===== src/rtl/cda_pkg.sv =====
`default_nettype none

package cda_pkg;

  localparam int MAX_YEAR   = 9999;
  localparam int MONTHS     = 12;
  localparam int DAYS_400Y  = 146097;
  localparam int DAYS_100Y  = 36524;
  localparam int DAYS_4Y    = 1461;
  localparam int DAYS_1Y    = 365;
  localparam int QUADS_CENT = 24;
  localparam int DIFF_MAX   = 4194303;
  localparam int DIFF_MIN   = -4194304;

  // serial number of MAX_YEAR-12-31, with 0001-01-01 as serial 0
  localparam int MAXP       = MAX_YEAR - 1;
  localparam int LEAP_MAX   = (((MAX_YEAR % 4 == 0) && (MAX_YEAR % 100 != 0)) ||
                               (MAX_YEAR % 400 == 0)) ? 1 : 0;
  localparam int SERIAL_MAX = 365 * MAXP + MAXP / 4 - MAXP / 100 + MAXP / 400 + 364 + LEAP_MAX;

  // accumulator holds a serial number plus a full 23-bit offset, signed
  localparam int ACC_W  = $clog2(SERIAL_MAX + 4194305) + 1;
  localparam int YEAR_W = ($clog2(MAX_YEAR + 1) > 14) ? $clog2(MAX_YEAR + 1) : 14;

  localparam logic signed [ACC_W-1:0] SERIAL_HI = ACC_W'(SERIAL_MAX);
  localparam logic signed [ACC_W-1:0] DIFF_HI   = ACC_W'(DIFF_MAX);
  localparam logic signed [ACC_W-1:0] DIFF_LO   = ACC_W'(DIFF_MIN);

  localparam logic [3:0] MONTH_FEB = 4'd2;

  function automatic logic [4:0] month_len(input logic [3:0] m, input logic leap);
    logic [4:0] len;
    unique case (m)
      4'd1, 4'd3, 4'd5, 4'd7, 4'd8, 4'd10, 4'd12: len = 5'd31;
      4'd4, 4'd6, 4'd9, 4'd11:                    len = 5'd30;
      MONTH_FEB:                                  len = leap ? 5'd29 : 5'd28;
      default:                                    len = 5'd0;
    endcase
    return len;
  endfunction

  // days in the year before the first of month m
  function automatic logic [8:0] days_before(input logic [3:0] m, input logic leap);
    logic [8:0] base;
    unique case (m)
      4'd1:    base = 9'd0;
      4'd2:    base = 9'd31;
      4'd3:    base = 9'd59;
      4'd4:    base = 9'd90;
      4'd5:    base = 9'd120;
      4'd6:    base = 9'd151;
      4'd7:    base = 9'd181;
      4'd8:    base = 9'd212;
      4'd9:    base = 9'd243;
      4'd10:   base = 9'd273;
      4'd11:   base = 9'd304;
      4'd12:   base = 9'd334;
      default: base = 9'd0;
    endcase
    return base + 9'((leap && (m > MONTH_FEB)) ? 1 : 0);
  endfunction

endpackage

`default_nettype wire


===== src/rtl/calendar_date_arithmetic_top.sv =====
`default_nettype none

// Gregorian date unit. op 0 shifts date A by a signed day offset, op 1 returns the
// signed day count A minus B with before and equal flags; an invalid date or a shifted
// date outside 0001-01-01 to 9999-12-31 gives error with all other fields zero.
// One request is taken at a time: in_ready_o is high only while the unit is idle, and a
// finished result sits in an output register so the next request can enter while it
// waits. Every step runs through one shared add/subtract unit: converting a date to a
// day number walks 400-year, century, 4-year and year spans and then adds the month
// and day, and converting back walks the same spans plus months.
module calendar_date_arithmetic_top (
  input  wire logic               clk_i,
  input  wire logic               rst_ni,
  input  wire logic               in_valid_i,
  output logic                    in_ready_o,
  input  wire logic               op_i,
  input  wire logic [13:0]        year_a_i,
  input  wire logic [3:0]         month_a_i,
  input  wire logic [4:0]         day_a_i,
  input  wire logic signed [22:0] offset_days_i,
  input  wire logic [13:0]        year_b_i,
  input  wire logic [3:0]         month_b_i,
  input  wire logic [4:0]         day_b_i,
  output logic                    out_valid_o,
  input  wire logic               out_ready_i,
  output logic [13:0]             res_year_o,
  output logic [3:0]              res_month_o,
  output logic [4:0]              res_day_o,
  output logic signed [22:0]      diff_days_o,
  output logic                    a_before_b_o,
  output logic                    dates_equal_o,
  output logic                    error_o
);

  localparam int AW = cda_pkg::ACC_W;
  localparam int YW = cda_pkg::YEAR_W;

  typedef enum logic [14:0] {
    S_IDLE = 15'b000000000000001,
    S_CHK  = 15'b000000000000010,
    S_Y400 = 15'b000000000000100,
    S_Y100 = 15'b000000000001000,
    S_Y4   = 15'b000000000010000,
    S_Y1   = 15'b000000000100000,
    S_MON  = 15'b000000001000000,
    S_NEXT = 15'b000000010000000,
    S_RNG  = 15'b000000100000000,
    S_D400 = 15'b000001000000000,
    S_D100 = 15'b000010000000000,
    S_D4   = 15'b000100000000000,
    S_D1   = 15'b001000000000000,
    S_DM   = 15'b010000000000000,
    S_OUT  = 15'b100000000000000
  } state_e;

  state_e state_q, state_d;
  logic   out_valid_q, out_valid_d;

  // captured request
  logic               op_q;
  logic [13:0]        ya_q, yb_q;
  logic [3:0]         ma_q, mb_q;
  logic [4:0]         da_q, db_q;
  logic signed [22:0] off_q;

  // working registers
  logic signed [AW-1:0] acc_q, acc_d;
  logic [YW-1:0]        rem_q, rem_d;
  logic [4:0]           cnt_q, cnt_d;
  logic [3:0]           m_q, m_d;
  logic                 sel_b_q, sel_b_d;
  logic                 c400_q, c400_d;
  logic                 c100_q, c100_d;
  logic                 err_q, err_d;

  // result register
  logic [13:0]        res_year_q;
  logic [3:0]         res_month_q;
  logic [4:0]         res_day_q;
  logic signed [22:0] diff_q;
  logic               before_q, equal_q, error_q;

  logic                 in_take;
  logic                 load;
  logic                 sub;
  logic signed [AW-1:0] mag;
  logic signed [AW-1:0] sum;
  logic                 sum_neg;
  logic [13:0]          cur_y;
  logic [3:0]           cur_m;
  logic [4:0]           cur_d;
  logic                 leap;
  logic [4:0]           mlen;
  logic                 shift_ok, diff_ok;
  logic signed [22:0]   diff_sat;

  assign in_ready_o = (state_q == S_IDLE);
  assign in_take    = in_valid_i && in_ready_o;

  assign cur_y = sel_b_q ? yb_q : ya_q;
  assign cur_m = sel_b_q ? mb_q : ma_q;
  assign cur_d = sel_b_q ? db_q : da_q;

  // leap year from the span walk: forward pass sees (y-1) mod 400 and mod 100,
  // backward pass sees the century, 4-year and year counts
  always_comb begin
    if (state_q == S_DM) begin
      leap = (cnt_q == 5'd3) && (!c100_q || c400_q);
    end else begin
      leap = ((cur_y[1:0] == 2'b00) && !c100_q) || c400_q;
    end
  end

  assign mlen = cda_pkg::month_len((state_q == S_DM) ? m_q : cur_m, leap);

  // the shared add/subtract unit
  assign sum     = sub ? (acc_q - mag) : (acc_q + mag);
  assign sum_neg = sum[AW-1];

  always_comb begin
    state_d = state_q;
    acc_d   = acc_q;
    rem_d   = rem_q;
    cnt_d   = cnt_q;
    m_d     = m_q;
    sel_b_d = sel_b_q;
    c400_d  = c400_q;
    c100_d  = c100_q;
    err_d   = err_q;
    sub     = 1'b0;
    mag     = '0;
    load    = 1'b0;
    unique case (state_q)
      S_IDLE: begin
        if (in_take) begin
          acc_d   = '0;
          sel_b_d = 1'b0;
          err_d   = 1'b0;
          state_d = S_CHK;
        end
      end
      S_CHK: begin
        if (cur_y == 14'd0 || YW'(cur_y) > YW'(cda_pkg::MAX_YEAR) ||
            cur_m == 4'd0 || cur_m > 4'(cda_pkg::MONTHS)) begin
          err_d   = 1'b1;
          state_d = S_OUT;
        end else begin
          rem_d   = YW'(cur_y) - YW'(1);
          state_d = S_Y400;
        end
      end
      // date B is walked with the unit subtracting, so acc ends as A minus B
      S_Y400: begin
        mag = AW'(cda_pkg::DAYS_400Y);
        sub = sel_b_q;
        if (rem_q >= YW'(400)) begin
          acc_d = sum;
          rem_d = rem_q - YW'(400);
        end else begin
          c400_d  = (rem_q == YW'(399));
          state_d = S_Y100;
        end
      end
      S_Y100: begin
        mag = AW'(cda_pkg::DAYS_100Y);
        sub = sel_b_q;
        if (rem_q >= YW'(100)) begin
          acc_d = sum;
          rem_d = rem_q - YW'(100);
        end else begin
          c100_d  = (rem_q == YW'(99));
          state_d = S_Y4;
        end
      end
      S_Y4: begin
        mag = AW'(cda_pkg::DAYS_4Y);
        sub = sel_b_q;
        if (rem_q >= YW'(4)) begin
          acc_d = sum;
          rem_d = rem_q - YW'(4);
        end else begin
          state_d = S_Y1;
        end
      end
      S_Y1: begin
        mag = AW'(cda_pkg::DAYS_1Y);
        sub = sel_b_q;
        if (rem_q != '0) begin
          acc_d = sum;
          rem_d = rem_q - YW'(1);
        end else begin
          state_d = S_MON;
        end
      end
      S_MON: begin
        mag = AW'(cda_pkg::days_before(cur_m, leap)) + AW'(cur_d) - AW'(1);
        sub = sel_b_q;
        if (cur_d == 5'd0 || cur_d > mlen) begin
          err_d   = 1'b1;
          state_d = S_OUT;
        end else begin
          acc_d   = sum;
          state_d = S_NEXT;
        end
      end
      S_NEXT: begin
        if (op_q) begin
          if (!sel_b_q) begin
            sel_b_d = 1'b1;
            state_d = S_CHK;
          end else begin
            state_d = S_OUT;
          end
        end else begin
          mag     = AW'(off_q);
          acc_d   = sum;
          state_d = S_RNG;
        end
      end
      S_RNG: begin
        if (acc_q < 0 || acc_q > cda_pkg::SERIAL_HI) begin
          err_d   = 1'b1;
          state_d = S_OUT;
        end else begin
          rem_d   = YW'(1);
          m_d     = 4'd1;
          cnt_d   = '0;
          state_d = S_D400;
        end
      end
      // backward walk: trial subtract, keep it when the result stays non-negative
      S_D400: begin
        mag = AW'(cda_pkg::DAYS_400Y);
        sub = 1'b1;
        if (!sum_neg) begin
          acc_d = sum;
          rem_d = rem_q + YW'(400);
        end else begin
          state_d = S_D100;
        end
      end
      S_D100: begin
        mag = AW'(cda_pkg::DAYS_100Y);
        sub = 1'b1;
        if (!sum_neg && cnt_q < 5'd3) begin
          acc_d = sum;
          rem_d = rem_q + YW'(100);
          cnt_d = cnt_q + 5'd1;
        end else begin
          c400_d  = (cnt_q == 5'd3);
          cnt_d   = '0;
          state_d = S_D4;
        end
      end
      S_D4: begin
        mag = AW'(cda_pkg::DAYS_4Y);
        sub = 1'b1;
        if (!sum_neg) begin
          acc_d = sum;
          rem_d = rem_q + YW'(4);
          cnt_d = cnt_q + 5'd1;
        end else begin
          c100_d  = (cnt_q == 5'(cda_pkg::QUADS_CENT));
          cnt_d   = '0;
          state_d = S_D1;
        end
      end
      S_D1: begin
        mag = AW'(cda_pkg::DAYS_1Y);
        sub = 1'b1;
        if (!sum_neg && cnt_q < 5'd3) begin
          acc_d = sum;
          rem_d = rem_q + YW'(1);
          cnt_d = cnt_q + 5'd1;
        end else begin
          state_d = S_DM;
        end
      end
      S_DM: begin
        mag = AW'(mlen);
        sub = 1'b1;
        if (!sum_neg && m_q < 4'(cda_pkg::MONTHS)) begin
          acc_d = sum;
          m_d   = m_q + 4'd1;
        end else begin
          state_d = S_OUT;
        end
      end
      S_OUT: begin
        if (!out_valid_q || out_ready_i) begin
          load    = 1'b1;
          state_d = S_IDLE;
        end
      end
      default: state_d = S_IDLE;
    endcase
  end

  assign shift_ok = !err_q && !op_q;
  assign diff_ok  = !err_q && op_q;

  always_comb begin
    if (acc_q > cda_pkg::DIFF_HI) begin
      diff_sat = 23'(cda_pkg::DIFF_MAX);
    end else if (acc_q < cda_pkg::DIFF_LO) begin
      diff_sat = 23'(cda_pkg::DIFF_MIN);
    end else begin
      diff_sat = acc_q[22:0];
    end
  end

  assign out_valid_d = load ? 1'b1 : (out_ready_i ? 1'b0 : out_valid_q);

  always_ff @(posedge clk_i or negedge rst_ni) begin
    if (!rst_ni) begin
      state_q     <= S_IDLE;
      out_valid_q <= 1'b0;
    end else begin
      state_q     <= state_d;
      out_valid_q <= out_valid_d;
    end
  end

  always_ff @(posedge clk_i) begin
    if (in_take) begin
      op_q  <= op_i;
      ya_q  <= year_a_i;
      ma_q  <= month_a_i;
      da_q  <= day_a_i;
      off_q <= offset_days_i;
      yb_q  <= year_b_i;
      mb_q  <= month_b_i;
      db_q  <= day_b_i;
    end
    acc_q   <= acc_d;
    rem_q   <= rem_d;
    cnt_q   <= cnt_d;
    m_q     <= m_d;
    sel_b_q <= sel_b_d;
    c400_q  <= c400_d;
    c100_q  <= c100_d;
    err_q   <= err_d;
    if (load) begin
      res_year_q  <= shift_ok ? rem_q[13:0] : 14'd0;
      res_month_q <= shift_ok ? m_q : 4'd0;
      res_day_q   <= shift_ok ? (acc_q[4:0] + 5'd1) : 5'd0;
      diff_q      <= diff_ok ? diff_sat : 23'sd0;
      before_q    <= diff_ok && (acc_q < 0);
      equal_q     <= diff_ok && (acc_q == 0);
      error_q     <= err_q;
    end
  end

  assign out_valid_o   = out_valid_q;
  assign res_year_o    = res_year_q;
  assign res_month_o   = res_month_q;
  assign res_day_o     = res_day_q;
  assign diff_days_o   = diff_q;
  assign a_before_b_o  = before_q;
  assign dates_equal_o = equal_q;
  assign error_o       = error_q;

endmodule

`default_nettype wire


===== config.mk =====
export PLATFORM = sky130hd
export DESIGN_NAME = calendar_date_arithmetic_top
export DESIGN_NICKNAME = d
export VERILOG_FILES = /design/src/rtl/cda_pkg.sv /design/src/rtl/calendar_date_arithmetic_top.sv
export SDC_FILE = /design/constraint.sdc
export NUM_CORES = 1
export LEC_CHECK = 0
export BUFFER_PORTS_ARGS = -buffer_cell sky130_fd_sc_hd__buf_4
export CORE_MARGIN = 4
export CORE_UTILIZATION = 57
export DETAILED_ROUTE_END_ITERATION = 16
export PLACE_DENSITY_LB_ADDON = 0.1
export SYNTH_ARGS = -nofsm -noshare
export SYNTH_HDL_FRONTEND = slang
export SYNTH_SLANG_ARGS = --single-unit

===== constraint.sdc =====
create_clock -name clk_i -period 18.3 [get_ports clk_i]
set_input_delay 2.745 -clock clk_i [delete_from_list [all_inputs] [get_ports clk_i]]
set_output_delay 2.745 -clock clk_i [all_outputs]
set_load 0.005 [all_outputs]

==> impl_metrics.ini <==
[outcome]
status = completed

[floorplan]
rows = 56
core_region_area_mm2 = 0.02361
initial_core_util = 0.5828
die_area_mm2 = 0.02669
die_h_um = 163.4
io_pins = 125
fp.dieW_um = 163.4

[finish]
syn2layout_area_growth_pct = 12.64
nNetsFinal = 1750
final_cells = 1921
antennaDiodeCount = 0
layout-drive-gt1-share = 0.1348

[sta]
hold_ws_ns = 0.5943
period_minus_slack_ns = 10.45
rsz0062_at_grt = no
fin_setup_tns_ns = 0
worst_pin_slew_ns = 1.212
finClkSkew_ns = 0.01321
fmax_ghz = 0.09573
worst_slack_ns = 7.854
finalHoldViolCount = 0
finalSetupViolations = 0
slew_headroom = 0.1906
slew_viol_final = 0
fin_crit_sh = 0.5708

[synthesis]
synth_fp_nets = 1655
ys_seq_area_frac = 0.4001
synth_area_per_cell_um2 = 9.211
synth_warnings = 0
synth.area.top_cells = edfxtp_1, ha_1, nor2_1
syn_area_mm2 = 0.01376
ys_seq_elements = 186
synth_ff_type = edfxtp_1
ys_types = 85
synth_edf_count = 170
yosysMostFrequentCell = nor2_1
netlist_instances = 1494
synthTopCellsByCount = nor2_1, edfxtp_1, nand2_1
yosys.area.top_type_share = 0.3709
async_reset_ff_frac = 0.08602
synth_top_area_cell = edfxtp_1

[placed_design]
place_hpwl_um = 29770
io_buffers = 124
dp.cells = 1889
gp_congestion = 0.9768
dp_slack_ns = 8.099

[route]
wl_per_cell_um = 20.39
finalWirelength_um = 39170
drc = 0
dr.pass1.iters = 6
ant_nets = 0
via_per_inst = 6.470
vias = 12429
drt_iter0_drc = 1443

[setup_path]
r2r_setup_slack_ns = 7.85
start_kind = flip-flop
cp_slowest_cell = nor2_2
worstPathArrival_ns = 10.49
cpMostUsedCell = ha_1
crit_fanout = 29
end_kind = flip-flop
crit_required_ns = 18.35
slowest_delay_ns = 0.94
critical_path_class = reg -> reg

[cts]
clk_path_buf_depth = 2
clock-sinks = 186
post_cts_resized = 0
cts_hold_buffers = 0
cts_tree = done
post_cts_buffers = 0
path_clk_slew_ns = 0.08
cts_buffers = 17
clockRootBuffer = clkbuf_16
htree_num_levels = 4
clk_latency_ns = 0.44

[power]
p_per_area_mw_per_mm2 = 159.5
vdd_drop_max_mv = 0.08536
leakage_nw = 6.055

[grt]
grt_pass1_wl_um = 61110
grt_pass1_vias = 11457
antenna_found_initial = 0
grtUsageTotal = 0.2906
grt_max_degree = 72
overflow = 0

[worst_hold_path]
hp-class = reg -> reg

[flow_run]
cap_violations = 0
-- flip-flops by register name (all words and copies together) (netlist names), 4 cells and up --
register / flops
acc_q: 24
diff_days_o: 23
off_q: 23
state_q: 15
rem_q: 14
res_year_o: 14
ya_q: 14
yb_q: 14
cnt_q: 5
da_q: 5
db_q: 5
res_day_o: 5
m_q: 4
ma_q: 4
mb_q: 4
res_month_o: 4
-- logic make-up after synthesis --
group | count (synthesis) | synth area share
adders and majority gates | 87 | 0.08073
AOI/OAI and AO/OA | 374 | 0.1811
xor gates and xnor gates | 84 | 0.05346
and+or+nand+nor | 603 | 0.2242
DFF | 186 | 0.4001
muxes | 28 | 0.02109
buffers and inverters | 132 | 0.03928
-- metrics by stage --
stage	utilization	total power, mW	instance area, um2
after floorplan	-	1.747	13760
after global placement	0.6329	2.045	14940
after detailed placement	0.6329	2.069	14940
after CTS	0.6565	2.443	15500
after global routing	0.6565	2.654	15500
final	0.6565	2.473	15500
-- worst max-delay path: cells and delay by family (launching register included) --
| kind | cells | cell delay [ns] |
|---|---|---|
| buffers and inverters | 2 | 0.50 |
| adder cells (fa/ha/maj) | 6 | 1.71 |
| AO/OA/AOI/OAI | 11 | 3.01 |
| flip-flops | 1 | 0.86 |
| multiplexers | 1 | 0.43 |
| XOR/XNOR | 2 | 0.33 |
| AND/OR/NAND/NOR | 11 | 3.21 |
-- placed cells by master, fill, tap and decap left out, types with 20 or more instances in the layout --
master    count
nor2_1      188
edfxtp_1    170
buf_4       138
nand2_1     101
a21oi_1      93
o21ai_0      89
ha_1         84
inv_1        69
nor3_1       62
nand3_1      46
xor2_1       43
xnor2_1      41
and2_1       27
nand4_1      27
mux2i_1      22
nor4_1       20
-- per-layer routing --
layer | global-route usage | part of all wire | vias to the layer above
met5 | 0 | 0 | -
met4 | 0.08769 | 0.028 | 0
met3 | 0.05375 | 0.11 | 91
met2 | 0.4445 | 0.43 | 718
met1 | 0.4232 | 0.43 | 5832
li1 | - | - | 5788
-- worst paths after layout --
| check | start | to | depth (start not counted) |
|---|---|---|---|
| hold / removal | out_valid_o$_DFFE_PN0P_ | out_valid_o$_DFFE_PN0P_ | 2 |
| setup reg to reg | sel_b_q$_DFFE_PP_ | acc_q[21]$_DFFE_PP_ | 33 |
| hold reg to reg | out_valid_o$_DFFE_PN0P_ | out_valid_o$_DFFE_PN0P_ | 2 |
| setup / recovery | sel_b_q$_DFFE_PP_ | acc_q[21]$_DFFE_PP_ | 33 |
| max in group asynchronous | rst_ni | state_q[0]$_DFFE_PN1P_ | 1 |
| min in group asynchronous | rst_ni | state_q[10]$_DFFE_PN0P_ | 1 |
-- cell type report --
cell class | count | area [um2]
fillers | 1966 | 8112
multi-input cells | 1176 | 7740
flip-flops and latches | 186 | 5507
repair buffers | 138 | 1036
clock buffers | 18 | 429.2
well taps | 319 | 399.1
inverters | 70 | 262.8
clock inverters | 14 | 127.6
-- where the power goes --
part | switching, mW | leakage [nW] | internal [mW]
sequential | 0.118 | 1.80 | 0.603
clock | 0.185 | 0.265 | 0.180
combinational | 0.838 | 3.98 | 0.549
Note: power is estimated with default switching activity, not from simulation.
